**src/rtl/core/gdn_pkg.sv**
```systemverilog
// shared types, constants and calendar arithmetic for the day number converter
package gdn_pkg;

	// default upper calendar year
	localparam int MAX_YEAR_DEF = 9999;
	// largest day number the count field can carry
	localparam int COUNT_LIMIT = 4194303;
	// bits of the year search, one pipeline stage each
	localparam int YEAR_BITS = 16;
	// reciprocal of one hundred, exact for any 16-bit dividend
	localparam logic [16:0] RECIP100 = 17'd83887;

	typedef enum logic [1:0] {
		MODE_TO_COUNT = 2'd0,
		MODE_TO_DATE  = 2'd1,
		MODE_ADD      = 2'd2,
		MODE_NONE     = 2'd3
	} mode_t;

	// item travelling through the year search
	typedef struct packed {
		logic [YEAR_BITS-1:0] yr;
		logic [21:0]          dbe;
		logic [21:0]          cnt;
		logic                 ok;
	} srch_t;

	// quotient by one hundred through a reciprocal multiply
	function automatic logic [9:0] div100(input logic [YEAR_BITS-1:0] t);
		logic [32:0] p;
		p = 33'(t) * 33'(RECIP100);
		return p[32:23];
	endfunction

	// days in years one to t, given q = t / 100
	function automatic logic [25:0] dbe(input logic [YEAR_BITS-1:0] t, input logic [9:0] q);
		return 26'(t) * 26'd365 + 26'(t[YEAR_BITS-1:2]) - 26'(q) + 26'(q[9:2]);
	endfunction

	// days before the start of month idx+1 (idx 0 to 12)
	function automatic logic [8:0] month_start(input logic leap, input logic [3:0] idx);
		logic [8:0] b;
		unique case (idx)
			4'd0:    b = 9'd0;
			4'd1:    b = 9'd31;
			4'd2:    b = 9'd59;
			4'd3:    b = 9'd90;
			4'd4:    b = 9'd120;
			4'd5:    b = 9'd151;
			4'd6:    b = 9'd181;
			4'd7:    b = 9'd212;
			4'd8:    b = 9'd243;
			4'd9:    b = 9'd273;
			4'd10:   b = 9'd304;
			4'd11:   b = 9'd334;
			4'd12:   b = 9'd365;
			default: b = 9'd0;
		endcase
		return b + {8'd0, leap && (idx >= 4'd2) && (idx <= 4'd12)};
	endfunction

	// remainder by seven: octal digits fold since eight is one mod seven
	function automatic logic [2:0] mod7(input logic [21:0] v);
		logic [23:0] x;
		logic [5:0]  s;
		logic [3:0]  s2;
		logic [2:0]  s3;
		x = {2'b00, v};
		s = '0;
		for (int i = 0; i < 8; i++) begin
			s = s + 6'(x[3*i +: 3]);
		end
		s2 = 4'(s[5:3]) + 4'(s[2:0]);
		s3 = 3'(s2[3]) + s2[2:0];
		return (s3 == 3'd7) ? 3'd0 : s3;
	endfunction

endpackage

```
**src/rtl/core/gdn_back.sv**
```systemverilog
// back stages: day of year, leap year, month and day, weekday
module gdn_back (
	input  logic           clk,
	input  logic           arst_n,
	input  logic           in_valid,
	output logic           in_stall,
	input  gdn_pkg::srch_t in_item,
	output logic           out_valid,
	input  logic           out_stall,
	output logic [21:0]    count_out,
	output logic [13:0]    year_out,
	output logic [3:0]     month_out,
	output logic [4:0]     day_out,
	output logic [2:0]     weekday,
	output logic           range_error
);
	import gdn_pkg::*;

	logic vld_s1, vld_s2, vld_s3, vld_s4;
	logic en_s1, en_s2, en_s3, en_s4;

	logic [YEAR_BITS-1:0] yr_s1;
	logic [9:0]           q_s1;
	logic [8:0]           rem_s1;
	logic [2:0]           wd_s1;
	logic [21:0]          cnt_s1;
	logic                 ok_s1;

	logic [13:0]          y_s2;
	logic                 leap_s2;
	logic [8:0]           rem_s2;
	logic [2:0]           wd_s2;
	logic [21:0]          cnt_s2;
	logic                 ok_s2;

	logic [13:0]          y_s3;
	logic                 leap_s3;
	logic [8:0]           rem_s3;
	logic [3:0]           mo_s3;
	logic [2:0]           wd_s3;
	logic [21:0]          cnt_s3;
	logic                 ok_s3;

	logic [21:0]          rem_n;
	logic [YEAR_BITS-1:0] r100;
	logic [YEAR_BITS-1:0] y1;
	logic                 cent;
	logic                 leap;
	logic [3:0]           mo_n;
	logic [8:0]           day_n;

	// stall chain
	assign en_s4     = !vld_s4 || !out_stall;
	assign en_s3     = !vld_s3 || en_s4;
	assign en_s2     = !vld_s2 || en_s3;
	assign en_s1     = !vld_s1 || en_s2;
	assign in_stall  = !en_s1;
	assign out_valid = vld_s4;

	always_ff @(posedge clk or negedge arst_n) begin
		if (!arst_n) begin
			vld_s1 <= 1'b0;
			vld_s2 <= 1'b0;
			vld_s3 <= 1'b0;
			vld_s4 <= 1'b0;
		end else begin
			if (en_s1) vld_s1 <= in_valid;
			if (en_s2) vld_s2 <= vld_s1;
			if (en_s3) vld_s3 <= vld_s2;
			if (en_s4) vld_s4 <= vld_s3;
		end
	end

	// stage 1: day within the year, weekday, completed years over a hundred
	assign rem_n = in_item.cnt - in_item.dbe;

	always_ff @(posedge clk) begin
		if (en_s1) begin
			yr_s1  <= in_item.yr;
			q_s1   <= div100(in_item.yr);
			rem_s1 <= rem_n[8:0];
			wd_s1  <= mod7(in_item.cnt);
			cnt_s1 <= in_item.cnt;
			ok_s1  <= in_item.ok;
		end
	end

	// stage 2: leap flag of the found year
	assign r100 = yr_s1 - YEAR_BITS'({6'd0, q_s1} * 16'd100);
	assign cent = (r100 == YEAR_BITS'(99));
	assign y1   = yr_s1 + YEAR_BITS'(1);
	assign leap = ((y1[1:0] == 2'b00) && !cent) || (cent && (q_s1[1:0] == 2'b11));

	always_ff @(posedge clk) begin
		if (en_s2) begin
			y_s2    <= y1[13:0];
			leap_s2 <= leap;
			rem_s2  <= rem_s1;
			wd_s2   <= wd_s1;
			cnt_s2  <= cnt_s1;
			ok_s2   <= ok_s1;
		end
	end

	// stage 3: month from the cumulative month table
	always_comb begin
		mo_n = 4'd1;
		for (int k = 1; k <= 11; k++) begin
			if (month_start(leap_s2, 4'(k)) < rem_s2) mo_n = mo_n + 4'd1;
		end
	end

	always_ff @(posedge clk) begin
		if (en_s3) begin
			y_s3    <= y_s2;
			leap_s3 <= leap_s2;
			rem_s3  <= rem_s2;
			mo_s3   <= mo_n;
			wd_s3   <= wd_s2;
			cnt_s3  <= cnt_s2;
			ok_s3   <= ok_s2;
		end
	end

	// stage 4: day of month, results cleared on error
	assign day_n = rem_s3 - month_start(leap_s3, mo_s3 - 4'd1);

	always_ff @(posedge clk) begin
		if (en_s4) begin
			count_out   <= ok_s3 ? cnt_s3 : 22'd0;
			year_out    <= ok_s3 ? y_s3 : 14'd0;
			month_out   <= ok_s3 ? mo_s3 : 4'd0;
			day_out     <= ok_s3 ? day_n[4:0] : 5'd0;
			weekday     <= ok_s3 ? wd_s3 : 3'd0;
			range_error <= !ok_s3;
		end
	end

endmodule

```
**config.mk**
```make
export PLATFORM = sky130hd
export DESIGN_NAME = gdn_back
export DESIGN_NICKNAME = d
export VERILOG_FILES = /design/src/rtl/core/gdn_pkg.sv /design/src/rtl/core/gdn_back.sv
export SDC_FILE = /design/constraint.sdc
export NUM_CORES = 1
export LEC_CHECK = 0
export CORE_MARGIN = 8
export CORE_UTILIZATION = 60
export DETAILED_ROUTE_END_ITERATION = 12
export DONT_BUFFER_PORTS = 1
export GPL_ROUTABILITY_DRIVEN = 0
export PLACE_DENSITY = 0.74
export RECOVER_POWER = 25
export SLEW_MARGIN = 20
export SYNTH_ARGS = -nofsm -noshare
export SYNTH_HDL_FRONTEND = slang
export SYNTH_SLANG_ARGS = --single-unit
```
**constraint.sdc**
```tcl
create_clock -name clk -period 8.7 [get_ports clk]
set_clock_uncertainty 0.1 [all_clocks]
set_input_delay 1.74 -clock clk [delete_from_list [all_inputs] [get_ports clk]]
set_output_delay 1.74 -clock clk [all_outputs]
set_load 0.02 [all_outputs]
```
==> out/summary.md <==
The run finished with clean final reports. The tools report the number of hold violations in the final report as 0. Clock-pin slew was measured on the worst setup and hold paths at 0.07 ns. In the global route stage, overall resource usage came out at 18.4%. The first global-routing pass estimated 46500 um of wire.

H-tree depth reported by CTS: 1. Summed over all layers, the global routing overflow is 0. The tightest min-delay check is of the reg2reg type. After synthesis, the netlist uses 79 different library cells.

The detailed router finished its first iteration with 356 violations. Most repeated library cell on the critical path: ha_1. The detailed router placed 8940 vias in this run. Synthesis produced a netlist with a net count of 1699. The routed design has 28200 um of wire. Setup violations remaining at the end of the flow were counted as 0. The async set or reset register ratio after synthesis is 1.87%.

The quantity of hold-fixing buffers added after cts came out at 0. After detailed placement, the total cell area comes to 16100 um2. After detailed routing, the number of vias per cell comes to 5.45.

The logs give 9456 for the number of global-route vias before repair and 116 for the number of ports placed on the die boundary. The worst hold path begins at ok_s2. Once the clock tree was built, the resizer swapped 0 gates to a different size. Dividing the detail-routed wire length by the instance count gives 17.2 um. The final max-slew violation count was 0; the average cell area after synthesis was 12.3 um2. The core region is 25900 um2. Maximum root-to-sink buffer count: 3.

CTS saw 214 sinks. The required time at the endpoint of the critical path was 8.83 ns; the layout overhead on the synthesized area was 6.22%. The number of antenna violations at the first check in global routing is 0, and the max-capacitance violation count is 0. Worst min-delay path endpoint: ok_s3.

STA classifies the critical path startpoint as a flip-flop. In this run the critical register-to-register path is launched from leap_s2. For the pin with the worst max-slew slack, the measured transition is 0.981 ns. Setup repair after global routing left no endpoint under its margin. The die is 178 um tall. Counting both buffers and inverters, the worst setup path holds a total of 2. In the finished design, the share of the clock period the worst path needs comes to 82.8%. On the critical path, the stage with the largest delay is an instance of o41ai_1. Entering global routing, the biggest net connects 52 pins. The highest fanout seen on the critical path is 9.

The time the worst path needs with I/O delays and setup works out to 7.21 ns. For this configuration, the core starts out at a cell density of 60.9%. STA puts the critical path data arrival time at 7.34 ns. The type of the worst setup path was reg2reg. The Yosys warning count was 0; the number of buffers added for setup after CTS was 0. The ratio of cells with drive above 1 in the final layout is 5.51%, and the end-of-flow core utilization is 64.7%. Buffers placed on the I/O ports in this run total 0.

The tools report the share of the yosys chip area belonging to registers as 40.6%. On the critical path the largest part of the delay comes from adder cells. For the number of buffers added by the clock tree synthesis step, the log shows 20. The run gives 4 as the number of detailed-routing iterations run before antenna repair.

For this run, the leading register cell type out of synthesis is edfxtp_1. At the end of the flow, the number of nets in the layout was 1706. The number of antenna diodes in the final layout is 0.

The kind of capture point of the worst setup path is a flip-flop. The synthesized netlist occupies a cell area of 15800 um2. Across all register-to-register paths, the minimum setup slack is 1.49 ns. The depth of the worst register-to-register path was 22; the post-route cell area was 16800 um2. The number of synthesized register bits came out at 214.

In this run the remaining antenna-violating nets after routing total 0. In the routed design, unresolved DRC markers number 0. For the synthesized instance count, the log shows 1285. For the final routed database, the setup TNS stands at 0 ns. The tools report the library cell used as clock root buffer as clkbuf_16.

TritonCTS built the clock tree. Derived from the worst setup path, the maximum achievable clock frequency is 139 MHz. Walking the worst path, the cells encountered are inv_1 > ha_1 > a21bo_2 > a21oi_1 > o41ai_1 > fa_1 > or4b_1 > o221ai_1 > or2_1 > inv_6 > ha_1 > nor3_1 > nor3b_1 > a221o_1 > ha_1 > xor2_1 > a22oi_2 > o31ai_2 > ha_1 > mux2_4 > ha_1 > mux2_2. The sum of net half-perimeters after detailed placement was 22800 um.

The die is 178 um wide. The count of flip-flops with a built-in enable after synthesis is 210, and the tightest slew margin relative to the limit is 34.5%. In this design, the stage delay of the slowest critical-path cell is 0.70 ns.

The row count is 59, and the die outline area is 31700 um2. The hold-critical path depth came out at 0. The clock latency at the later pin of the worst-skew pair came out at 0.49 ns. The endpoint identified for the worst register-to-register timing path is mo_s3[1].
[cell usage after synthesis, types with 4 or more instances]
library cell	number	area (um2)
clkbuf_8	6	82.6
nand4_1	6	37.5
clkbuf_1	6	22.5
ha_1	228	2850
o41ai_1	4	35.0
inv_1	255	957
o221ai_1	5	43.8
xor2_1	24	210
nor3_1	14	70.1
fa_1	121	2420
o21ai_0	23	115
a211o_1	4	35.0
nor2_1	49	184
nor2b_1	10	62.6
nand3_1	14	70.1
nand2b_1	9	56.3
or2_2	6	37.5
xnor2_1	48	420
a21oi_1	40	200
nand2_1	37	139
a211oi_1	4	30.0
a21o_1	26	195
o21a_1	6	45.0
dfrtp_1	4	100
and2_1	42	263
a21boi_0	4	30.0
edfxtp_1	210	6310
and3_1	6	37.5
nand3b_1	5	37.5
[registers in the layout, summed over array words and instances (netlist names), 10 cells and up]
register,cells
cnt_s1,22
cnt_s2,22
cnt_s3,22
count_out,22
yr_s1,16
y_s2,14
y_s3,14
year_out,14
q_s1,10
[worst max-delay path by stage]
stage | cells past startpoint | start | to
5_1_grt | 22 | leap_s2 | mo_s3[1]
6_report | 22 | leap_s2 | mo_s3[1]
3_3_place_gp | 20 | in_item[59] | q_s1[9]
2_1_floorplan | 20 | in_item[59] | q_s1[9]
4_1_cts | 22 | leap_s2 | mo_s3[1]
3_5_place_dp | 20 | in_item[59] | q_s1[9]
[cells by family after synthesis]
group / share of synthesized area [%]
adders and majority gates: 33.4
buffers and inverters: 7.02
and+or+nand+nor: 7.29
DFF: 40.6
AOI/OAI and AO/OA: 6.90
xor gates and xnor gates: 4.42
muxes: 0.365
[area by class of cell]
cell class	count	area, um2
inverters	257	970
clock inverters	14	158
repair buffers	1	7.51
clock buffers	22	508
well taps	335	419
fillers	1926	9150
flip-flops and latches	214	6410
multi-input cells	798	8300
[per-layer routing]
layer  vias up  wire length, um  GRT usage [%]
met5         -                0              0
met4         0              623           4.89
met3        47             1710           3.11
met2       226            13700           32.3
met1      4304            12200           23.2
li1       4363                -              -
[stage by stage]
stage,setup WS [ns],instances,hold slack [ns]
floorplan,1.39,1285,0.300
global placement,1.11,1605,0.300
detailed placement,1.00,1605,0.305
CTS,1.47,1641,0.311
global route,0.918,1641,0.316
finish,1.49,1641,0.313
[placed cells by master (no fill, tap or decap), types with 4 or more instances in the layout]
master,count
a211o_1,4
a211oi_1,4
a21boi_0,4
a21o_1,26
a21oi_1,40
and2_1,42
and3_1,6
clkbuf_16,20
clkinvlp_4,4
dfrtp_1,4
edfxtp_1,210
fa_1,121
ha_1,228
inv_1,254
inv_6,4
nand2_1,35
nand2b_1,9
nand3_1,13
nand3b_1,5
nand4_1,6
nor2_1,49
nor2b_1,10
nor3_1,14
o21a_1,6
o21ai_0,23
o221ai_1,5
o41ai_1,4
or2_2,6
xnor2_1,48
xor2_1,24
Power is not shown: default switching activity piles up to over one toggle a cycle in this logic, so the estimate is an artifact.
