`src/rtl/core/gdn_pkg.sv`:
```
// shared types, constants and calendar arithmetic for the day number converter
package gdn_pkg;

	// default upper calendar year
	localparam int MAX_YEAR_DEF = 9999;
	// largest day number the count field can carry
	localparam int COUNT_LIMIT = 4194303;
	// bits of the year search, one pipeline stage each
	localparam int YEAR_BITS = 16;
	// reciprocal of one hundred, exact for any 16-bit dividend
	localparam logic [16:0] RECIP100 = 17'd83887;

	typedef enum logic [1:0] {
		MODE_TO_COUNT = 2'd0,
		MODE_TO_DATE  = 2'd1,
		MODE_ADD      = 2'd2,
		MODE_NONE     = 2'd3
	} mode_t;

	// item travelling through the year search
	typedef struct packed {
		logic [YEAR_BITS-1:0] yr;
		logic [21:0]          dbe;
		logic [21:0]          cnt;
		logic                 ok;
	} srch_t;

	// quotient by one hundred through a reciprocal multiply
	function automatic logic [9:0] div100(input logic [YEAR_BITS-1:0] t);
		logic [32:0] p;
		p = 33'(t) * 33'(RECIP100);
		return p[32:23];
	endfunction

	// days in years one to t, given q = t / 100
	function automatic logic [25:0] dbe(input logic [YEAR_BITS-1:0] t, input logic [9:0] q);
		return 26'(t) * 26'd365 + 26'(t[YEAR_BITS-1:2]) - 26'(q) + 26'(q[9:2]);
	endfunction

	// days before the start of month idx+1 (idx 0 to 12)
	function automatic logic [8:0] month_start(input logic leap, input logic [3:0] idx);
		logic [8:0] b;
		unique case (idx)
			4'd0:    b = 9'd0;
			4'd1:    b = 9'd31;
			4'd2:    b = 9'd59;
			4'd3:    b = 9'd90;
			4'd4:    b = 9'd120;
			4'd5:    b = 9'd151;
			4'd6:    b = 9'd181;
			4'd7:    b = 9'd212;
			4'd8:    b = 9'd243;
			4'd9:    b = 9'd273;
			4'd10:   b = 9'd304;
			4'd11:   b = 9'd334;
			4'd12:   b = 9'd365;
			default: b = 9'd0;
		endcase
		return b + {8'd0, leap && (idx >= 4'd2) && (idx <= 4'd12)};
	endfunction

	// remainder by seven: octal digits fold since eight is one mod seven
	function automatic logic [2:0] mod7(input logic [21:0] v);
		logic [23:0] x;
		logic [5:0]  s;
		logic [3:0]  s2;
		logic [2:0]  s3;
		x = {2'b00, v};
		s = '0;
		for (int i = 0; i < 8; i++) begin
			s = s + 6'(x[3*i +: 3]);
		end
		s2 = 4'(s[5:3]) + 4'(s[2:0]);
		s3 = 3'(s2[3]) + s2[2:0];
		return (s3 == 3'd7) ? 3'd0 : s3;
	endfunction

endpackage

```
`src/rtl/core/gdn_front.sv`:
```
// front stages: date check, date to day number and offset addition
module gdn_front #(
	parameter int MAX_YEAR = gdn_pkg::MAX_YEAR_DEF
) (
	input  logic                clk,
	input  logic                arst_n,
	input  logic                in_valid,
	output logic                in_stall,
	input  logic [1:0]          mode,
	input  logic [13:0]         year,
	input  logic [3:0]          month,
	input  logic [4:0]          day,
	input  logic [21:0]         day_number,
	input  logic signed [22:0]  offset,
	output logic                out_valid,
	input  logic                out_stall,
	output gdn_pkg::srch_t      out_item
);
	import gdn_pkg::*;

	localparam longint EndDays = longint'(MAX_YEAR) * 365 + MAX_YEAR / 4 - MAX_YEAR / 100
		+ MAX_YEAR / 400;
	localparam logic [21:0] MaxCount = (EndDays > COUNT_LIMIT) ? 22'(COUNT_LIMIT) : 22'(EndDays);

	logic vld_s1, vld_s2, vld_s3, vld_s4;
	logic en_s1, en_s2, en_s3, en_s4;

	// stage 1 registers
	mode_t              mode_s1;
	logic [13:0]        year_s1;
	logic [3:0]         month_s1;
	logic [4:0]         day_s1;
	logic [21:0]        dn_s1;
	logic signed [22:0] off_s1;
	logic [9:0]         q_s1;

	// stage 2 registers
	mode_t              mode_s2;
	logic [3:0]         month_s2;
	logic [4:0]         day_s2;
	logic [21:0]        dn_s2;
	logic signed [22:0] off_s2;
	logic [22:0]        dbe_s2;
	logic               leap_s2;
	logic               dval_s2;

	// stage 3 registers
	mode_t              mode_s3;
	logic [21:0]        dn_s3;
	logic signed [22:0] off_s3;
	logic [23:0]        base_s3;
	logic               dval_s3;

	logic [13:0]        ym1;
	logic [13:0]        ym1_s1;
	logic [13:0]        r100;
	logic               cent;
	logic               leap;
	logic [8:0]         mlen;
	logic               dval;
	logic [25:0]        dbe_n;
	logic [23:0]        base_n;
	logic               base_ok;
	logic signed [25:0] sum;
	logic               sum_ok;
	srch_t              item_n;

	// stall chain, a stage loads when empty or when it drains
	assign en_s4     = !vld_s4 || !out_stall;
	assign en_s3     = !vld_s3 || en_s4;
	assign en_s2     = !vld_s2 || en_s3;
	assign en_s1     = !vld_s1 || en_s2;
	assign in_stall  = !en_s1;
	assign out_valid = vld_s4;

	always_ff @(posedge clk or negedge arst_n) begin
		if (!arst_n) begin
			vld_s1 <= 1'b0;
			vld_s2 <= 1'b0;
			vld_s3 <= 1'b0;
			vld_s4 <= 1'b0;
		end else begin
			if (en_s1) vld_s1 <= in_valid;
			if (en_s2) vld_s2 <= vld_s1;
			if (en_s3) vld_s3 <= vld_s2;
			if (en_s4) vld_s4 <= vld_s3;
		end
	end

	// stage 1: capture request, divide year minus one by a hundred
	assign ym1 = year - 14'd1;

	always_ff @(posedge clk) begin
		if (en_s1) begin
			mode_s1  <= mode_t'(mode);
			year_s1  <= year;
			month_s1 <= month;
			day_s1   <= day;
			dn_s1    <= day_number;
			off_s1   <= offset;
			q_s1     <= div100({2'b00, ym1});
		end
	end

	// stage 2: leap year, date check, days in whole years before
	assign ym1_s1 = year_s1 - 14'd1;
	assign r100   = ym1_s1 - 14'({4'd0, q_s1} * 14'd100);
	assign cent   = (r100 == 14'd99);
	assign leap   = ((year_s1[1:0] == 2'b00) && !cent) || (cent && (q_s1[1:0] == 2'b11));
	assign mlen   = month_start(leap, month_s1) - month_start(leap, month_s1 - 4'd1);
	assign dval   = (year_s1 != 14'd0) && (17'(year_s1) <= 17'(MAX_YEAR))
		&& (month_s1 >= 4'd1) && (month_s1 <= 4'd12)
		&& (day_s1 != 5'd0) && (9'(day_s1) <= mlen);
	assign dbe_n  = dbe({2'b00, ym1_s1}, q_s1);

	always_ff @(posedge clk) begin
		if (en_s2) begin
			mode_s2  <= mode_s1;
			month_s2 <= month_s1;
			day_s2   <= day_s1;
			dn_s2    <= dn_s1;
			off_s2   <= off_s1;
			dbe_s2   <= dbe_n[22:0];
			leap_s2  <= leap;
			dval_s2  <= dval;
		end
	end

	// stage 3: day number of the date
	assign base_n = 24'(dbe_s2) + 24'(month_start(leap_s2, month_s2 - 4'd1)) + 24'(day_s2);

	always_ff @(posedge clk) begin
		if (en_s3) begin
			mode_s3 <= mode_s2;
			dn_s3   <= dn_s2;
			off_s3  <= off_s2;
			base_s3 <= base_n;
			dval_s3 <= dval_s2;
		end
	end

	// stage 4: add offset and pick the day number by mode
	assign base_ok = dval_s3 && (base_s3 <= 24'(MaxCount));
	assign sum     = $signed({2'b00, base_s3}) + $signed({{3{off_s3[22]}}, off_s3});
	assign sum_ok  = !sum[25] && (sum != 26'sd0) && (sum[24:0] <= 25'(MaxCount));

	always_comb begin
		item_n.yr  = '0;
		item_n.dbe = '0;
		unique case (mode_s3)
			MODE_TO_COUNT: begin
				item_n.cnt = base_s3[21:0];
				item_n.ok  = base_ok;
			end
			MODE_TO_DATE: begin
				item_n.cnt = dn_s3;
				item_n.ok  = (dn_s3 != 22'd0) && (dn_s3 <= MaxCount);
			end
			MODE_ADD: begin
				item_n.cnt = sum[21:0];
				item_n.ok  = base_ok && sum_ok;
			end
			default: begin
				item_n.cnt = '0;
				item_n.ok  = 1'b0;
			end
		endcase
	end

	always_ff @(posedge clk) begin
		if (en_s4) begin
			out_item <= item_n;
		end
	end

endmodule

```
`config.mk`:
```
export PLATFORM = sky130hd
export DESIGN_NAME = gdn_front
export DESIGN_NICKNAME = d
export VERILOG_FILES = /design/src/rtl/core/gdn_pkg.sv /design/src/rtl/core/gdn_front.sv
export SDC_FILE = /design/constraint.sdc
export NUM_CORES = 1
export LEC_CHECK = 0
export ABC_CLOCK_PERIOD_IN_PS = 8850
export BUFFER_PORTS_ARGS = -buffer_cell sky130_fd_sc_hd__buf_2
export CORE_ASPECT_RATIO = 0.75
export CORE_UTILIZATION = 29
export DETAILED_ROUTE_END_ITERATION = 12
export PLACE_DENSITY = 0.53
export SLEW_MARGIN = 20
export SYNTH_ARGS = -nofsm -noshare
export SYNTH_HDL_FRONTEND = slang
export SYNTH_SLANG_ARGS = --single-unit
```
`constraint.sdc`:
```
create_clock -name clk -period 8.85 [get_ports clk]
set_input_delay 1.77 -clock clk [delete_from_list [all_inputs] [get_ports clk]]
set_output_delay 1.77 -clock clk [all_outputs]
set_load 0.02 [all_outputs]
```
==> flow_summary.yaml, run 1 <==
cells_and_area:
  area_growth_pct: 12.8
  finalNetCount: 2625
  fin_cells: 3053
  drive_above_1_share_pct: 9.02
  insertedDiodeCount: 0
sta:
  max_freq_mhz: 124
  clock_skew_ns: 0.0350
  tns_ns: 0
  finalHoldViolations: 0
  final-setup-viol-count: 0
  tightest_slew_ns: 1.12
  drv_slew: 0
  timing.final.crit_share_pct: 91.5
  slew_headroom_pct: 25.1
  holdWs_ns: 0.417
  rsz0062_at_grt: "false"
  min_period_ns: 8.10
place:
  place_congestion: 0.894
  hpwl_mm: 39.3
  port_buffers: 98
  placed_cells: 3001
clock_tree:
  htree_levels: 1
  cts-buffers-inserted: 30
  ctsResizeCount: 0
  worstSkewPairLatency_ns: 0.61
  post_cts_buffers: 0
  cts-hold-fix-buffers: 0
  clock_sinks: 267
  cts_root_buf: "clkbuf_16"
  worst_setup_hold_path_clk_slew_ns: 0.06
  tritoncts: "built"
  clock_path_buffers: 3
worst_setup_path:
  ff2ff_path_depth: 31
  cp_max_fo: 4
  r2r_end: "dval_s2$_DFFE_PP_"
  reg2reg_setup_slack_ns: 0.90
  arrival_ns: 8.44
  worstPathRequired_ns: 9.19
  cp-end-kind: "register"
  critical_path_class: "in -> reg"
  r2r_start: "year_s1[0]$_DFFE_PN_"
  setup.worst_path.start_class: "primary input"
global_route:
  grt_pass1_vias: 14400
  grt_pass1_wl_mm: 77.4
  grt-ovfl-total: 0
  grt_max_degree: 74
  antenna_found_initial: 0
  track_usage_pct: 12.7
logic_synthesis:
  synth_area_um2: 21700
  ys_seq_area_share_pct: 36.4
  yosys_warnings: 0
  ys_types: 70
  yosys-top-cells-area: "edfxtp_1 (35%), ha_1 (18%), fa_1 (16%), inv_1 (5.7%), xnor2_1 (3.4%)"
  avgSynthCellArea_um2: 11.3
  async_reset_ff_share_pct: 1.50
  synth_cells: 1921
  synth_ff_type: "edfxtp_1"
  synth_area_leader_cell: "edfxtp_1"
  synth-edff-count: 254
  synth-seq-cells: 267
  synth.top_cell.area_share_pct: 35.1
floorplanning:
  initial_core_util_pct: 29.5
  fp.dieW_um: 318
  core_um2: 73800
  ioPinCount: 137
  dieArea_um2: 76100
  rows: 86
  die_y_um: 239
min_path:
  hold_path.class: "reg -> reg"
  min_to: "dn_s2[21]$_DFFE_PP_"
  worst_hold_startpoint: "dn_s1[21]$_DFFE_PN_"
  min_path_cells: 0
detailed_routing:
  drt_iter0_drc: 710
  drc: 0
  dr_total_vias: 13800
  wl_per_cell_um: 15.8
  vias_per_cell: 4.53
  routed_wl_mm: 48.4
  drtPass1Iterations: 8
  ant_nets: 0
outcome:
  status: "finished clean"
job:
  drv_cap: 0
-- placed cells by master, fill, tap and decap left out, types with 6 or more instances in the layout --
cell type    n
a211oi_1    12
a21o_1      16
a21oi_1     77
a31oi_1      9
and2_1       7
and3_1       9
buf_2       98
buf_4       31
clkbuf_16   30
conb_1      38
dfxtp_1      9
edfxtp_1   254
fa_1       175
ha_1       310
inv_1      332
mux2i_1     21
nand2_1     91
nand2b_1    15
nand3_1     30
nand4_1     13
nor2_1      85
nor2b_1     19
nor3_1      29
nor4_1      13
o211ai_1    10
o21a_1      18
o21ai_0     74
o21bai_1    10
o31ai_1      7
or2_2        6
or3_1        8
xnor2_1     84
xor2_1      37
-- per-layer routing --
| metal | part of all wire, % | vias up | GRT usage (%) |
|---|---|---|---|
| met2 | 45 | 256 | 21.0 |
| met1 | 48 | 6684 | 17.7 |
| met4 | 2.6 | 0 | 3.24 |
| li1 | - | 6820 | - |
| met5 | 0 | - | 0 |
| met3 | 4.2 | 62 | 1.68 |
-- synthesized netlist by cell type, types with 5 or more instances --
library cell	instances
inv_1	333
ha_1	310
edfxtp_1	254
fa_1	175
nand2_1	92
nor2_1	85
xnor2_1	84
a21oi_1	77
o21ai_0	74
buf_4	38
xor2_1	37
nand3_1	31
nor3_1	29
mux2i_1	22
nor2b_1	19
o21a_1	18
a21o_1	16
nand2b_1	15
clkbuf_1	13
nand4_1	13
nor4_1	13
a211oi_1	12
o211ai_1	10
o21bai_1	10
a31oi_1	9
and3_1	9
dfxtp_1	9
or3_1	8
and2_1	7
o31ai_1	7
or2_2	6
o22ai_1	5
o41ai_1	5
or4_1	5
-- worst max path at each step --
| stage | start | endpoint | cells after the start |
|---|---|---|---|
| after floorplan | year[0] | q_s1[6]$_DFFE_PN_ | 24 |
| after global placement | year[2] | q_s1[6]$_DFFE_PN_ | 24 |
| after detailed placement | year[2] | q_s1[6]$_DFFE_PN_ | 24 |
| after CTS | year_s1[0]$_DFFE_PN_ | dval_s2$_DFFE_PP_ | 31 |
| after global routing | year_s1[0]$_DFFE_PN_ | dval_s2$_DFFE_PP_ | 31 |
| final | year[2] | q_s1[6]$_DFFE_PN_ | 24 |
-- sequential cells by signal, indices dropped and copies added, names as in the netlist, 8 cells and up, named ones only --
name,cells
dn_s1,22
dn_s3,22
off_s3,23
dbe_s2,23
q_s1,8
off_s1,23
base_s3,24
dn_s2,22
off_s2,23
out_item,23
year_s1,14
-- area by class of cell --
type	instances	area [µm²]
well taps	968	1210
clock inverters	16	244
repair buffers	130	751
flip-flops and latches	267	7910
clock buffers	35	769
multi-input cells	1304	12400
inverters	333	1250
fillers	7399	49300
-- through the flow --
step                util (%)  cell area (µm²)  setup slack, ns
CTS                     33.2            24500            0.678
finish                  33.2            24500            0.753
global route            33.2            24500            0.151
global placement        31.8            23500            0.172
floorplan                  -            21900            0.438
detailed placement      31.8            23500            0.142
-- cells by family (layout without fill, tap and decap cells) --
family | count (synthesis) | count (layout) | synth area share [%]
XOR/XNOR | 122 | 122 | 4.98
multiplexers | 24 | 24 | 1.12
buffers and inverters | 387 | 514 | 7.34
adder cells (fa/ha/maj) | 486 | 486 | 34.0
flip-flops | 267 | 267 | 36.4
AO/OA/AOI/OAI | 285 | 285 | 8.29
AND/OR/NAND/NOR | 349 | 349 | 7.89
other | 1 | 38 | 0.0172
-- worst max-delay path: stages --
cell,delay [ns]
buf_2,0.12
nor2_1,0.19
nand4b_1,0.23
or4_1,0.54
xnor2_1,0.19
inv_1,0.10
fa_1,0.62
inv_1,0.12
fa_1,0.52
fa_1,0.55
inv_1,0.05
fa_1,0.44
fa_1,0.54
fa_1,0.42
ha_1,0.30
nor2b_1,0.13
o21ai_0,0.09
a21oi_1,0.13
a211oi_1,0.07
o31ai_1,0.57
a311oi_1,0.21
buf_4,0.19
o31ai_1,0.26
xor2_1,0.10
Power of run 1 is not shown: default switching activity piles up to over one toggle a cycle in this logic, so the estimate is an artifact.
==> run 2: changes to the inputs <==
MAX_ROUTING_LAYER = met4   (was not set)
PLACE_DENSITY = not set   (was 0.53)
SLEW_MARGIN = 5   (was 20)
==> run 2 against run 1 <==
Compared with the run above: register-to-register slack lost 0.23 ns; first-iteration DRC count is 39% higher; critical endpoint is now dval_s2$_DFFE_PP_; die area unchanged; sequential cell count is the same; maximum frequency is 0.97% lower; via count up 1.6%; clock-buffer cell count down 3.
==> flow_summary.yaml, run 2 (same netlist as run 1, synthesis figures left out) <==
place:
  hpwl_mm: 38.7
  place_congestion: 0.939
  port_buffers: 98
detailed_routing:
  drtPass1Iterations: 7
  drt_iter0_drc: 987
  ant_nets: 0
  vias_per_cell: 4.59
  dr_total_vias: 14000
  drc: 0
  routed_wl_mm: 48.3
  wl_per_cell_um: 15.8
sta:
  max_freq_mhz: 122
  tns_ns: 0
  min_period_ns: 8.18
  rsz0062_at_grt: "false"
  finalHoldViolations: 0
  timing.final.crit_share_pct: 92.4
  tightest_slew_ns: 1.16
  clock_skew_ns: 0.0179
  slew_headroom_pct: 22.9
  drv_slew: 0
  final-setup-viol-count: 0
clock_tree:
  htree_levels: 1
  cts-buffers-inserted: 29
  post_cts_buffers: 0
  clock_sinks: 267
  cts_root_buf: "clkbuf_16"
  worst_setup_hold_path_clk_slew_ns: 0.06
  clock_path_buffers: 3
  tritoncts: "built"
  ctsResizeCount: 0
  cts-hold-fix-buffers: 0
  worstSkewPairLatency_ns: 0.59
cells_and_area:
  fill_cells: 7390
  drive_above_1_share_pct: 9.10
  largest_register: "base_s3"
  finalNetCount: 2625
  area_growth_pct: 12.7
  final_common_cell: "inv_1"
  largest_reg_flops: 24
  final_cell_mix: "inv_1 (332), ha_1 (310), edfxtp_1 (254), fa_1 (175), buf_2 (98)"
worst_setup_path:
  cp_max_fo: 6
  setup.worst_path.start_class: "register"
  worstPathRequired_ns: 9.31
  max_stage_delay_ns: 0.56
  cpMaxStageDelayCell: "edfxtp_1"
  worst-path-buf-inv: 7
  arrival_ns: 8.64
  cp-end-kind: "register"
  critical_path_class: "reg -> reg"
  crit_family: "adder cells"
  crit_top_cell: "inv_1"
global_route:
  antenna_found_initial: 1
  grt_pass1_vias: 14600
  grt-ovfl-total: 0
  grt_max_degree: 83
  track_usage_pct: 13.1
  grt_pass1_wl_mm: 77.1
min_path:
  hold_path.class: "reg -> reg"
floorplanning:
  core_um2: 73800
  initial_core_util_pct: 29.5
  ioPinCount: 137
  dieArea_um2: 76100
  fp.dieW_um: 318
  die_y_um: 239
  rows: 86
job:
  drv_cap: 0
outcome:
  status: "finished clean"
[run 2: worst register-to-register path, delay by kind of cell (launching register included)]
family | cells | cell delay (ns)
flops | 1 | 0.56
simple gates | 7 | 1.28
buf+inv | 7 | 1.27
fa+ha+maj | 7 | 2.55
xor+xnor | 2 | 0.55
compound gates | 8 | 1.86
[run 2: cell type report]
class / instances / area (µm²) / area share (%)
Clock inverter: 21 / 253 / 1.03
Tap cell: 968 / 1210 / 4.94
Antenna cell: 2 / 5.00 / 0.0204
Inverter: 333 / 1250 / 5.10
Multi-Input combinational cell: 1304 / 12400 / 50.6
Timing Repair Buffer: 131 / 738 / 3.01
Sequential cell: 267 / 7910 / 32.3
Clock buffer: 32 / 737 / 3.01
[run 2: layer usage]
| metal | wire, µm | global-route usage [%] |
|---|---|---|
| met3 | 2470 | 2.02 |
| met2 | 21800 | 20.9 |
| met1 | 23100 | 17.5 |
| met5 | 0 | - |
| met4 | 801 | 2.62 |
[run 2: path summary, 6_finish.rpt]
| path | startpoint | to | slack [ns] | cells after the start |
|---|---|---|---|---|
| setup / recovery | year_s1[0]$_DFFE_PN_ | dval_s2$_DFFE_PP_ | 0.67 | 31 |
| setup reg to reg | year_s1[0]$_DFFE_PN_ | dval_s2$_DFFE_PP_ | 0.67 | 31 |
| hold / removal | dn_s2[21]$_DFFE_PP_ | dn_s3[21]$_DFFE_PP_ | 0.42 | 0 |
| hold reg to reg | dn_s2[21]$_DFFE_PP_ | dn_s3[21]$_DFFE_PP_ | 0.42 | 0 |
| min in group asynchronous | arst_n | out_valid$_DFFE_PN0P_ | 0.98 | 1 |
| max in group asynchronous | arst_n | vld_s1$_DFFE_PN0N_ | 7.75 | 1 |
[run 2: stage by stage]
step / util [%] / instances / hold slack [ns] / cell area (µm²) / worst slack, ns
after detailed placement: 31.8 / 3003 / 0.405 / 23500 / 0.0729
after floorplan: - / 1958 / 0.400 / 21900 / 0.438
final: 33.2 / 3058 / 0.417 / 24500 / 0.674
after CTS: 33.2 / 3056 / 0.416 / 24500 / 0.602
after global placement: 31.8 / 3003 / 0.405 / 23500 / 0.211
after global routing: 33.2 / 3057 / 0.419 / 24500 / 0.0661
Power of run 2 is left out for the same reason.
