==> src/rtl/core/gdn_pkg.sv <==
// shared types, constants and calendar arithmetic for the day number converter
package gdn_pkg;

	// default upper calendar year
	localparam int MAX_YEAR_DEF = 9999;
	// largest day number the count field can carry
	localparam int COUNT_LIMIT = 4194303;
	// bits of the year search, one pipeline stage each
	localparam int YEAR_BITS = 16;
	// reciprocal of one hundred, exact for any 16-bit dividend
	localparam logic [16:0] RECIP100 = 17'd83887;

	typedef enum logic [1:0] {
		MODE_TO_COUNT = 2'd0,
		MODE_TO_DATE  = 2'd1,
		MODE_ADD      = 2'd2,
		MODE_NONE     = 2'd3
	} mode_t;

	// item travelling through the year search
	typedef struct packed {
		logic [YEAR_BITS-1:0] yr;
		logic [21:0]          dbe;
		logic [21:0]          cnt;
		logic                 ok;
	} srch_t;

	// quotient by one hundred through a reciprocal multiply
	function automatic logic [9:0] div100(input logic [YEAR_BITS-1:0] t);
		logic [32:0] p;
		p = 33'(t) * 33'(RECIP100);
		return p[32:23];
	endfunction

	// days in years one to t, given q = t / 100
	function automatic logic [25:0] dbe(input logic [YEAR_BITS-1:0] t, input logic [9:0] q);
		return 26'(t) * 26'd365 + 26'(t[YEAR_BITS-1:2]) - 26'(q) + 26'(q[9:2]);
	endfunction

	// days before the start of month idx+1 (idx 0 to 12)
	function automatic logic [8:0] month_start(input logic leap, input logic [3:0] idx);
		logic [8:0] b;
		unique case (idx)
			4'd0:    b = 9'd0;
			4'd1:    b = 9'd31;
			4'd2:    b = 9'd59;
			4'd3:    b = 9'd90;
			4'd4:    b = 9'd120;
			4'd5:    b = 9'd151;
			4'd6:    b = 9'd181;
			4'd7:    b = 9'd212;
			4'd8:    b = 9'd243;
			4'd9:    b = 9'd273;
			4'd10:   b = 9'd304;
			4'd11:   b = 9'd334;
			4'd12:   b = 9'd365;
			default: b = 9'd0;
		endcase
		return b + {8'd0, leap && (idx >= 4'd2) && (idx <= 4'd12)};
	endfunction

	// remainder by seven: octal digits fold since eight is one mod seven
	function automatic logic [2:0] mod7(input logic [21:0] v);
		logic [23:0] x;
		logic [5:0]  s;
		logic [3:0]  s2;
		logic [2:0]  s3;
		x = {2'b00, v};
		s = '0;
		for (int i = 0; i < 8; i++) begin
			s = s + 6'(x[3*i +: 3]);
		end
		s2 = 4'(s[5:3]) + 4'(s[2:0]);
		s3 = 3'(s2[3]) + s2[2:0];
		return (s3 == 3'd7) ? 3'd0 : s3;
	endfunction

endpackage

==> src/rtl/core/gdn_year_step.sv <==
// one bit of the year search: keep the bit when the years before stay below the count
module gdn_year_step #(
	parameter int BIT = 0
) (
	input  logic           clk,
	input  logic           arst_n,
	input  logic           in_valid,
	output logic           in_stall,
	input  gdn_pkg::srch_t in_item,
	output logic           out_valid,
	input  logic           out_stall,
	output gdn_pkg::srch_t out_item
);
	import gdn_pkg::*;

	localparam logic [YEAR_BITS-1:0] Mask = YEAR_BITS'(1) << BIT;

	logic                 vld_s1;
	logic                 en_s1;
	logic [YEAR_BITS-1:0] t;
	logic [25:0]          d;
	logic                 take;
	srch_t                item_n;

	assign en_s1     = !vld_s1 || !out_stall;
	assign in_stall  = !en_s1;
	assign out_valid = vld_s1;

	always_ff @(posedge clk or negedge arst_n) begin
		if (!arst_n) begin
			vld_s1 <= 1'b0;
		end else if (en_s1) begin
			vld_s1 <= in_valid;
		end
	end

	// trial year and the days it covers
	assign t    = in_item.yr | Mask;
	assign d    = dbe(t, div100(t));
	assign take = d < 26'(in_item.cnt);

	always_comb begin
		item_n     = in_item;
		if (take) begin
			item_n.yr  = t;
			item_n.dbe = d[21:0];
		end
	end

	always_ff @(posedge clk) begin
		if (en_s1) begin
			out_item <= item_n;
		end
	end

endmodule

==> config.mk <==
export PLATFORM = sky130hd
export DESIGN_NAME = gdn_year_step
export DESIGN_NICKNAME = d
export VERILOG_FILES = /design/src/rtl/core/gdn_pkg.sv /design/src/rtl/core/gdn_year_step.sv
export SDC_FILE = /design/constraint.sdc
export NUM_CORES = 1
export LEC_CHECK = 0
export BUFFER_PORTS_ARGS = -buffer_cell sky130_fd_sc_hd__buf_4
export CAP_MARGIN = 40
export CORE_MARGIN = 3
export CORE_UTILIZATION = 66
export DETAILED_ROUTE_END_ITERATION = 12
export PLACE_DENSITY = 0.88
export REMOVE_ABC_BUFFERS = 1
export SLEW_MARGIN = 30
export SYNTH_ARGS = -nofsm -noshare
export SYNTH_HDL_FRONTEND = slang
export SYNTH_SLANG_ARGS = --single-unit
==> constraint.sdc <==
create_clock -name clk -period 4.4 [get_ports clk]
set_input_delay 0.44 -clock clk [delete_from_list [all_inputs] [get_ports clk]]
set_output_delay 0.44 -clock clk [all_outputs]
set_load 0.005 [all_outputs]
==> impl_metrics.py, run 1 <==
metrics = {
    "clock_tree": {
        "clock_tree.buffer_depth": 2,
        "h_tree_lvl_count": 3,
        "cts.root.buffer_cell": "sky130_fd_sc_hd__clkbuf_16",
        "cts.sink_count": 62,
        "cts_buffers": 9,
    },
    "yosys": {
        "synthDominantCellAreaShare_pct": 31.3,
        "mappedNetlistArea_sq_um": 11800,
        "post_synth_inst_count": 1095,
        "postSynth.topFlopCell": "sky130_fd_sc_hd__edfxtp_1",
        "synthesis.yosys.warnings": 0,
        "post_synth_cell_types": 60,
        "synth-seq-cells": 62,
        "synth_largest_area_cell": "sky130_fd_sc_hd__fa_1",
        "seq_area_frac_synth_pct": 15.8,
        "synth_edf_count": 61,
        "synth_async_sr_flop_share_pct": 1.61,
        "syn_area_per_cell_sq_um": 10.7,
        "ys_top_cells_by_area": "sky130_fd_sc_hd__fa_1, sky130_fd_sc_hd__ha_1, sky130_fd_sc_hd__edfxtp_1",
    },
    "timing": {
        "worstEpCategory": "register input",
        "repair-timing-grt-worst-ep": "out_item[26]$_DFFE_PN_/D",
    },
    "global_route": {
        "gr-usage-all-layers_pct": 79.9,
        "final_global_route_overflow_total": 180,
        "grt_max_degree": 64,
    },
    "die": {
        "top_level_ports": 128,
        "fp-row-count": 48,
        "starting_density_of_the_core_pct": 67.7,
        "floorplan.die.width_um": 139,
        "die_height_um": 139,
    },
    "outcome": {
        "status": "did not finish",
        "last-stage-reached": "5_1_grt",
        "stop_error": "[ERROR GRT-0232] Routing congestion too high. Check the congestion heatmap in the GUI.",
    },
    "placement": {
        "io_buffers": 127,
        "gp_routability_congestion": 1.01,
        "half_perimeter_wire_length_after_placement_mm": 30.0,
        "place_ws_ps": -8730,
    },
}
-- per-layer routing --
layer,GRT usage [%],GRT overflow
met2,95.2,100
met1,77.3,1
met3,65.5,2
met5,25.3,0
met4,87.8,77
-- what timing repair did --
item / 4_1_cts
setup buffers: 27
setup endpoints to repair: 23
pin swaps: 86
hold buffers: 1
cloned: 2
endpoints found under the hold margin: 1
resized for setup: 121
-- cells in the mapped netlist (3+ instances only) --
cell type / instances
sky130_fd_sc_hd__a211o_1: 5
sky130_fd_sc_hd__o21bai_1: 6
sky130_fd_sc_hd__edfxtp_1: 61
sky130_fd_sc_hd__and4_1: 4
sky130_fd_sc_hd__nand3_1: 4
sky130_fd_sc_hd__a21oi_2: 3
sky130_fd_sc_hd__a211oi_1: 5
sky130_fd_sc_hd__nand4_1: 6
sky130_fd_sc_hd__o31ai_1: 3
sky130_fd_sc_hd__nand2_1: 21
sky130_fd_sc_hd__o211ai_1: 4
sky130_fd_sc_hd__inv_1: 353
sky130_fd_sc_hd__o211ai_2: 3
sky130_fd_sc_hd__fa_1: 184
sky130_fd_sc_hd__and2_1: 4
sky130_fd_sc_hd__nor2b_1: 5
sky130_fd_sc_hd__ha_1: 232
sky130_fd_sc_hd__a21oi_1: 32
sky130_fd_sc_hd__mux2_4: 19
sky130_fd_sc_hd__nor3_1: 5
sky130_fd_sc_hd__xnor2_1: 21
sky130_fd_sc_hd__a21o_1: 14
sky130_fd_sc_hd__nor2_1: 15
sky130_fd_sc_hd__nand2b_1: 4
sky130_fd_sc_hd__or2_2: 3
sky130_fd_sc_hd__a31oi_1: 3
sky130_fd_sc_hd__mux2_2: 3
sky130_fd_sc_hd__xor2_1: 10
sky130_fd_sc_hd__o21ai_0: 19
-- through the flow --
stage               cells  hold slack [ps]  setup TNS, ps  cell area, sq um
CTS                  1728              262        -163720             15900
floorplan            1091              144        -188930             11700
detailed placement   1682              218        -199510             14800
global placement     1682              215        -180840             14800
-- kinds of logic after synthesis --
kind of cell	count (synthesis)	synth area share, %
AOI/OAI and AO/OA	127	7.77
xor gates and xnor gates	31	2.31
adders and majority gates	416	56.0
buffers and inverters	357	11.5
DFF	62	15.8
muxes	22	2.71
and+or+nand+nor	80	3.86
==> inputs of run 2 (changes only) <==
--- a/config.mk
+++ b/config.mk
@@ -8,9 +8,9 @@
 export BUFFER_PORTS_ARGS = -buffer_cell sky130_fd_sc_hd__buf_4
 export CAP_MARGIN = 40
 export CORE_MARGIN = 3
-export CORE_UTILIZATION = 66
+export CORE_UTILIZATION = 40
 export DETAILED_ROUTE_END_ITERATION = 12
-export PLACE_DENSITY = 0.88
+export PLACE_DENSITY_LB_ADDON = 0.15
 export REMOVE_ABC_BUFFERS = 1
 export SLEW_MARGIN = 30
 export SYNTH_ARGS = -nofsm -noshare
==> run 2 against run 1 <==
Compared with the run above: the flow now finishes, with violations (negative setup slack); synthesized cell count unchanged; synthesized area unchanged.
==> impl_metrics.py, run 2 <==
metrics = {
    "finish": {
        "n_fill_cell": 2570,
        "flip_flop_count_of_the_largest_register_after_layout": 61,
        "final-seq-area_sq_um": 1860,
        "syn2layout_area_growth_pct": 37.9,
        "multiInputGateArea_sq_um": 9120,
        "drive_above_1_share_pct": 36.3,
        "final_common_cell": "sky130_fd_sc_hd__buf_4",
        "layout.nets": 1980,
        "layout.cells.most_common_list": "sky130_fd_sc_hd__buf_4, sky130_fd_sc_hd__inv_1, sky130_fd_sc_hd__ha_1",
        "top_register": "out_item",
        "antenna_cells": 0,
    },
    "clock_tree": {
        "cts.root.buffer_cell": "sky130_fd_sc_hd__clkbuf_16",
        "worst_skew_pair.late_latency_ps": 350,
        "cts.reportedPaths.clkPinSlew_ps": 60,
        "cts_tree": "built",
        "cts_buffers": 9,
        "clock_tree.buffer_depth": 2,
        "h_tree_lvl_count": 3,
        "cts.sink_count": 62,
    },
    "route": {
        "vias_per_cell": 4.58,
        "drt_wl_total_mm": 30.4,
        "drt.antenna.violating_nets": 0,
        "drtPass1Iterations": 5,
        "post_route_drc": 0,
        "dr.first_iter.drc_count": 245,
        "vias": 8644,
        "wire_per_inst_um": 16.1,
    },
    "global_route": {
        "grt_pass1_vias": 9354,
        "global_route_wire_length_before_repair_mm": 48.6,
        "gr-usage-all-layers_pct": 19.9,
        "final_global_route_overflow_total": 0,
        "grt_max_degree": 41,
        "grt_antenna_before_repair": 0,
    },
    "outcome": {
        "failed_checks": "negative setup slack",
        "status": "complete, but fails checks",
    },
    "timing": {
        "post-route-min-period_ps": 11290,
        "setup-violations-final": 23,
        "worst_slew_margin_rel_pct": 57.8,
        "fin_worst_skew_ps": 12.1,
        "fin_ws_ps": -6890,
        "grt_setup_unrepaired": "true",
        "layout_worst_path_cycle_share_pct": 257,
        "report.final.hold_viol_count": 0,
        "worst_hold_slack_ps": 265,
        "report.final.slew_viol_count": 0,
        "fmax_ghz": 0.0886,
        "worst_slew_pin_slew_ps": 628,
    },
    "placement": {
        "io_buffers": 127,
        "half_perimeter_wire_length_after_placement_mm": 26.5,
        "gp_routability_congestion": 0.895,
        "place_ws_ps": -8360,
    },
    "die": {
        "full_die_area_sq_um": 31500,
        "core_area_sq_um": 28900,
        "fp-row-count": 62,
        "die_height_um": 177,
        "starting_density_of_the_core_pct": 40.7,
        "floorplan.die.width_um": 177,
        "top_level_ports": 128,
    },
    "setup_path": {
        "critical-path-top-cell-by-count": "sky130_fd_sc_hd__fa_1",
        "cpLargestDelayFamily": "adder cells",
        "critical_path_peak_fanout": 4,
        "critical_path_arrival_ps": 11380,
        "start_kind": "input port",
        "timing_worst_setup_path_type": "input port to register",
        "crit_required_ps": 4490,
        "end_kind": "register",
        "slowest_stage": "sky130_fd_sc_hd__fa_1",
        "critical_path_buf_inv_count": 15,
        "worst_path_largest_cell_delay_ps": 600,
    },
    "yosys": {
        "most_common_cell_in_the_synthesized_netlist": "sky130_fd_sc_hd__inv_1",
        "ys_top_cells_by_area": "sky130_fd_sc_hd__fa_1, sky130_fd_sc_hd__ha_1, sky130_fd_sc_hd__edfxtp_1",
        "post_synth_inst_count": 1095,
        "synth_edf_count": 61,
        "synth-seq-cells": 62,
        "synthesis.yosys.warnings": 0,
        "synth_largest_area_cell": "sky130_fd_sc_hd__fa_1",
        "postSynth.topFlopCell": "sky130_fd_sc_hd__edfxtp_1",
        "post_synth_cell_types": 60,
        "synthDominantCellAreaShare_pct": 31.3,
        "mappedNetlistArea_sq_um": 11800,
        "syn_area_per_cell_sq_um": 10.7,
        "synth_async_sr_flop_share_pct": 1.61,
        "seq_area_frac_synth_pct": 15.8,
        "post_synth_most_frequent_cells": "sky130_fd_sc_hd__inv_1, sky130_fd_sc_hd__ha_1, sky130_fd_sc_hd__fa_1, sky130_fd_sc_hd__edfxtp_1, sky130_fd_sc_hd__a21oi_1",
    },
    "hold_path": {
        "hold_path.class": "input port to register",
    },
    "flow_run": {
        "max_cap_violations": 0,
    },
}
run 2: cell counts after synthesis:
Identical to the previous run, type by type.
run 2: path summary, 6_finish.rpt:
path	from	endpoint	slack, ps	cells after the start
min	in_item[0]	out_item[0]$_DFFE_PN_	270	1
min reg2reg	out_valid$_DFFE_PN0N_	out_valid$_DFFE_PN0N_	920	2
max in group asynchronous	arst_n	out_valid$_DFFE_PN0N_	3920	2
max reg2reg	out_valid$_DFFE_PN0N_	out_item[2]$_DFFE_PN_	2650	2
max	in_item[47]	out_item[28]$_DFFE_PN_	-6890	50
min in group asynchronous	arst_n	out_valid$_DFFE_PN0N_	400	2
run 2: repair_timing:
action | 4_1_cts | 5_1_grt
hold endpoints to repair | 1 | 0
pin swaps | 89 | 25
resized for setup | 109 | 25
cloned | 2 | 0
endpoints found under the setup margin | 23 | 23
buffers inserted | 20 | 7
hold buffers | 1 | 0
run 2: routing by layer:
| layer | global-route usage, % | wire (um) | vias up |
|---|---|---|---|
| met2 | 34.6 | 14900 | 160 |
| met1 | 26.8 | 13800 | 4177 |
| met4 | 5.37 | 614 | 0 |
| met5 | 0 | 0 | - |
| li1 | - | - | 4272 |
| met3 | 1.80 | 1030 | 35 |
run 2: area by class of cell:
type / instances / area share [%]
Multi-Input combinational cell: 676 / 56.2
Timing Repair Buffer: 397 / 19.1
Sequential cell: 62 / 11.5
Inverter: 353 / 8.19
Tap cell: 384 / 2.96
Clock buffer: 9 / 1.39
Clock inverter: 7 / 0.648
run 2: kinds of logic (layout without fill, tap and decap cells):
logic type                 after synthesis  in the layout  synth area share (%)
adders and majority gates              416            416                  56.0
buffers and inverters                  357            766                  11.5
AOI/OAI and AO/OA                      127            127                  7.77
and+or+nand+nor                         80             80                  3.86
DFF                                     62             62                  15.8
xor gates and xnor gates                31             31                  2.31
muxes                                   22             22                  2.71
run 2: through the flow:
step	setup TNS (ps)	instances	cell area (sq um)	util, %
2_1_floorplan	-188930	1091	11700	-
3_3_place_gp	-185960	1843	15000	52.0
3_5_place_dp	-191010	1843	15000	52.0
4_1_cts	-157790	1882	16000	55.6
5_1_grt	-167520	1888	16200	56.2
6_report	-156590	1888	16200	56.2
Power of run 2 is not shown: default switching activity piles up to over one toggle a cycle in this logic, so the estimate is an artifact.
==> inputs of run 3 (changes only) <==
--- a/config.mk
+++ b/config.mk
@@ -5,6 +5,7 @@
 export SDC_FILE = /design/constraint.sdc
 export NUM_CORES = 1
 export LEC_CHECK = 0
+export ABC_AREA = 1
 export BUFFER_PORTS_ARGS = -buffer_cell sky130_fd_sc_hd__buf_4
 export CAP_MARGIN = 40
 export CORE_MARGIN = 3
==> run 3 against run 2 <==
Compared with the run above: the flow still finishes with violations (negative setup slack); global-route usage increased by 1.4 points; cell count up 22%; synthesized area rose by 7.1%; fmax rose by 16%; worst setup slack better by 1500 ps; non-clock buffer count up 72; die area increased by 6.9%; sequential cell count unchanged; worst hold slack better by 11 ps; largest cell class unchanged.
==> impl_metrics.py, run 3 <==
metrics = {
    "flow_run": {
        "max_cap_violations": 0,
    },
    "setup_path": {
        "worst_path_largest_cell_delay_ps": 570,
        "timing_worst_setup_path_type": "input port to register",
        "end_kind": "register",
        "rr_worst_depth": 2,
        "worstReg2RegStart": "out_valid$_DFFE_PN0N_",
        "slowest_stage": "sky130_fd_sc_hd__fa_1",
        "critical-path-top-cell-by-count": "sky130_fd_sc_hd__fa_1",
        "critical_path_arrival_ps": 9850,
        "worstSetupStartpoint": "in_item[49]",
        "crit_required_ps": 4500,
        "start_kind": "input port",
        "critical_path_peak_fanout": 6,
    },
    "yosys": {
        "mappedNetlistArea_sq_um": 12600,
        "synthesis.yosys.warnings": 0,
        "post_synth_most_frequent_cells": "sky130_fd_sc_hd__inv_1, sky130_fd_sc_hd__ha_1, sky130_fd_sc_hd__nand2_1, sky130_fd_sc_hd__fa_1, sky130_fd_sc_hd__edfxtp_1",
        "post_synth_inst_count": 1433,
        "syn_area_per_cell_sq_um": 8.79,
        "synth_largest_area_cell": "sky130_fd_sc_hd__fa_1",
        "seq_area_frac_synth_pct": 14.7,
        "postSynth.topFlopCell": "sky130_fd_sc_hd__edfxtp_1",
        "most_common_cell_in_the_synthesized_netlist": "sky130_fd_sc_hd__inv_1",
        "synth_edf_count": 61,
        "ys_top_cells_by_area": "sky130_fd_sc_hd__fa_1, sky130_fd_sc_hd__ha_1, sky130_fd_sc_hd__edfxtp_1",
        "post_synth_cell_types": 37,
        "synth-seq-cells": 62,
        "synth_async_sr_flop_share_pct": 1.61,
        "synthDominantCellAreaShare_pct": 29.3,
    },
    "global_route": {
        "grt_antenna_before_repair": 0,
        "final_global_route_overflow_total": 0,
        "gr-usage-all-layers_pct": 21.3,
        "grt_pass1_vias": 11200,
        "grt_max_degree": 62,
        "global_route_wire_length_before_repair_mm": 56.3,
    },
    "route": {
        "wire_per_inst_um": 15.2,
        "dr.first_iter.drc_count": 370,
        "drt_wl_total_mm": 35.2,
        "vias_per_cell": 4.59,
        "post_route_drc": 0,
        "vias": 10600,
        "drtPass1Iterations": 5,
        "drt.antenna.violating_nets": 0,
    },
    "die": {
        "die_height_um": 183,
        "full_die_area_sq_um": 33600,
        "floorplan.die.width_um": 183,
        "top_level_ports": 128,
        "fp-row-count": 64,
        "starting_density_of_the_core_pct": 40.8,
        "core_area_sq_um": 30800,
    },
    "clock_tree": {
        "cts_buffers": 9,
        "cts.reportedPaths.clkPinSlew_ps": 50,
        "worst_skew_pair.late_latency_ps": 350,
        "cts_tree": "built",
        "cts.root.buffer_cell": "sky130_fd_sc_hd__clkbuf_16",
        "clock_tree.buffer_depth": 2,
        "h_tree_lvl_count": 3,
        "cts.sink_count": 62,
    },
    "finish": {
        "layout.nets": 2388,
        "drive_above_1_share_pct": 35.8,
        "flip_flop_count_of_the_largest_register_after_layout": 61,
        "top_register": "out_item",
        "final_common_cell": "sky130_fd_sc_hd__buf_4",
        "n_fill_cell": 2706,
        "syn2layout_area_growth_pct": 43.6,
        "layout.cells.most_common_list": "sky130_fd_sc_hd__buf_4, sky130_fd_sc_hd__inv_1, sky130_fd_sc_hd__ha_1",
        "antenna_cells": 0,
        "finish.cell_count_without_fillers": 2308,
    },
    "outcome": {
        "status": "complete, but fails checks",
        "failed_checks": "negative setup slack",
    },
    "timing": {
        "post-route-min-period_ps": 9750,
        "setup-violations-final": 23,
        "grt_setup_unrepaired": "true",
        "report.final.hold_viol_count": 0,
        "report.final.slew_viol_count": 0,
        "layout_worst_path_cycle_share_pct": 222,
        "worst_slew_pin_slew_ps": 803,
        "fin_worst_skew_ps": 8.86,
        "fmax_ghz": 0.103,
        "worst_slew_margin_rel_pct": 46.5,
        "fin_ws_ps": -5350,
    },
    "placement": {
        "io_buffers": 127,
        "half_perimeter_wire_length_after_placement_mm": 30.5,
        "dp_cells": 2266,
        "gp_routability_congestion": 0.922,
    },
    "hold_path": {
        "hold_path.class": "input port to register",
        "min_path_cells": 1,
        "hp-start": "in_item[0]",
    },
}
## run 3: cell count changes after synthesis, sizes merged, moves of 6 or more
cell,delta
nand4,+6
a21oi,+14
nand2,+214
o211ai,-6
xnor2,-9
inv,+93
nor2,+38
a211oi,-6
xor2,+8
nand3,+52
mux2,-22
## run 3: cell type report
cell class / instances / area, sq um / share of cell area (%)
sequential: 62 / 1860 / 10.3
clock inverter: 5 / 73.8 / 0.408
tap: 396 / 495 / 2.74
inverter: 446 / 1680 / 9.31
clock buffer: 11 / 233 / 1.29
timing repair buffer: 469 / 3700 / 20.5
multi-input combinational: 919 / 10000 / 55.5
## run 3: stage by stage
stage / worst slack (ps) / utilization, % / setup TNS (ps) / instance area [sq um] / hold WS [ps]
floorplan: -5850 / - / -134350 / 12500 / 144
global placement: -6030 / 53.1 / -138600 / 16400 / 215
detailed placement: -6140 / 53.1 / -140850 / 16400 / 216
CTS: -5450 / 56.3 / -124800 / 17300 / 258
global route: -5700 / 58.7 / -130340 / 18100 / 264
finish: -5350 / 58.7 / -122460 / 18100 / 276
## run 3: cell families after synthesis
family,count (synthesis),share of synthesized area [%]
AO/OA/AOI/OAI,101,4.62
flip-flops,62,14.7
adder cells (fa/ha/maj),416,52.3
AND/OR/NAND/NOR,372,12.5
XOR/XNOR,30,2.09
buffers and inverters,452,13.7
## run 3: worst paths after layout
kind	endpoint	slack (ps)
setup / recovery	out_item[43]$_DFFE_PN_	-5350
hold / removal	out_item[0]$_DFFE_PN_	280
setup reg to reg	out_item[57]$_DFFE_PN_	2900
hold reg to reg	out_valid$_DFFE_PN0N_	610
max in group asynchronous	out_valid$_DFFE_PN0N_	3900
min in group asynchronous	out_valid$_DFFE_PN0N_	420
## run 3: layer usage
layer	vias to the layer above	track usage, %	part of all wire, %
met1	5067	27.5	44
met3	45	2.02	3.0
li1	5314	-	-
met2	174	38.8	51
met4	0	5.06	2.2
met5	-	0	0
## run 3: critical path: cells and delay by family
kind | cells | cell delay (ps)
compound gates | 6 | 1170
simple gates | 12 | 1080
buf+inv | 13 | 1080
fa+ha+maj | 13 | 5900
xor+xnor | 1 | 150
## run 3: what timing repair did
| item | 4_1_cts | 5_1_grt |
|---|---|---|
| cloned | 2 | 1 |
| resized for setup | 114 | 154 |
| endpoints found under the hold margin | 1 | 0 |
| buffers inserted | 12 | 14 |
| pin swaps | 35 | 110 |
| hold buffers | 1 | 0 |
| endpoints found under the setup margin | 23 | 23 |
Power of run 3 is left out for the same reason.
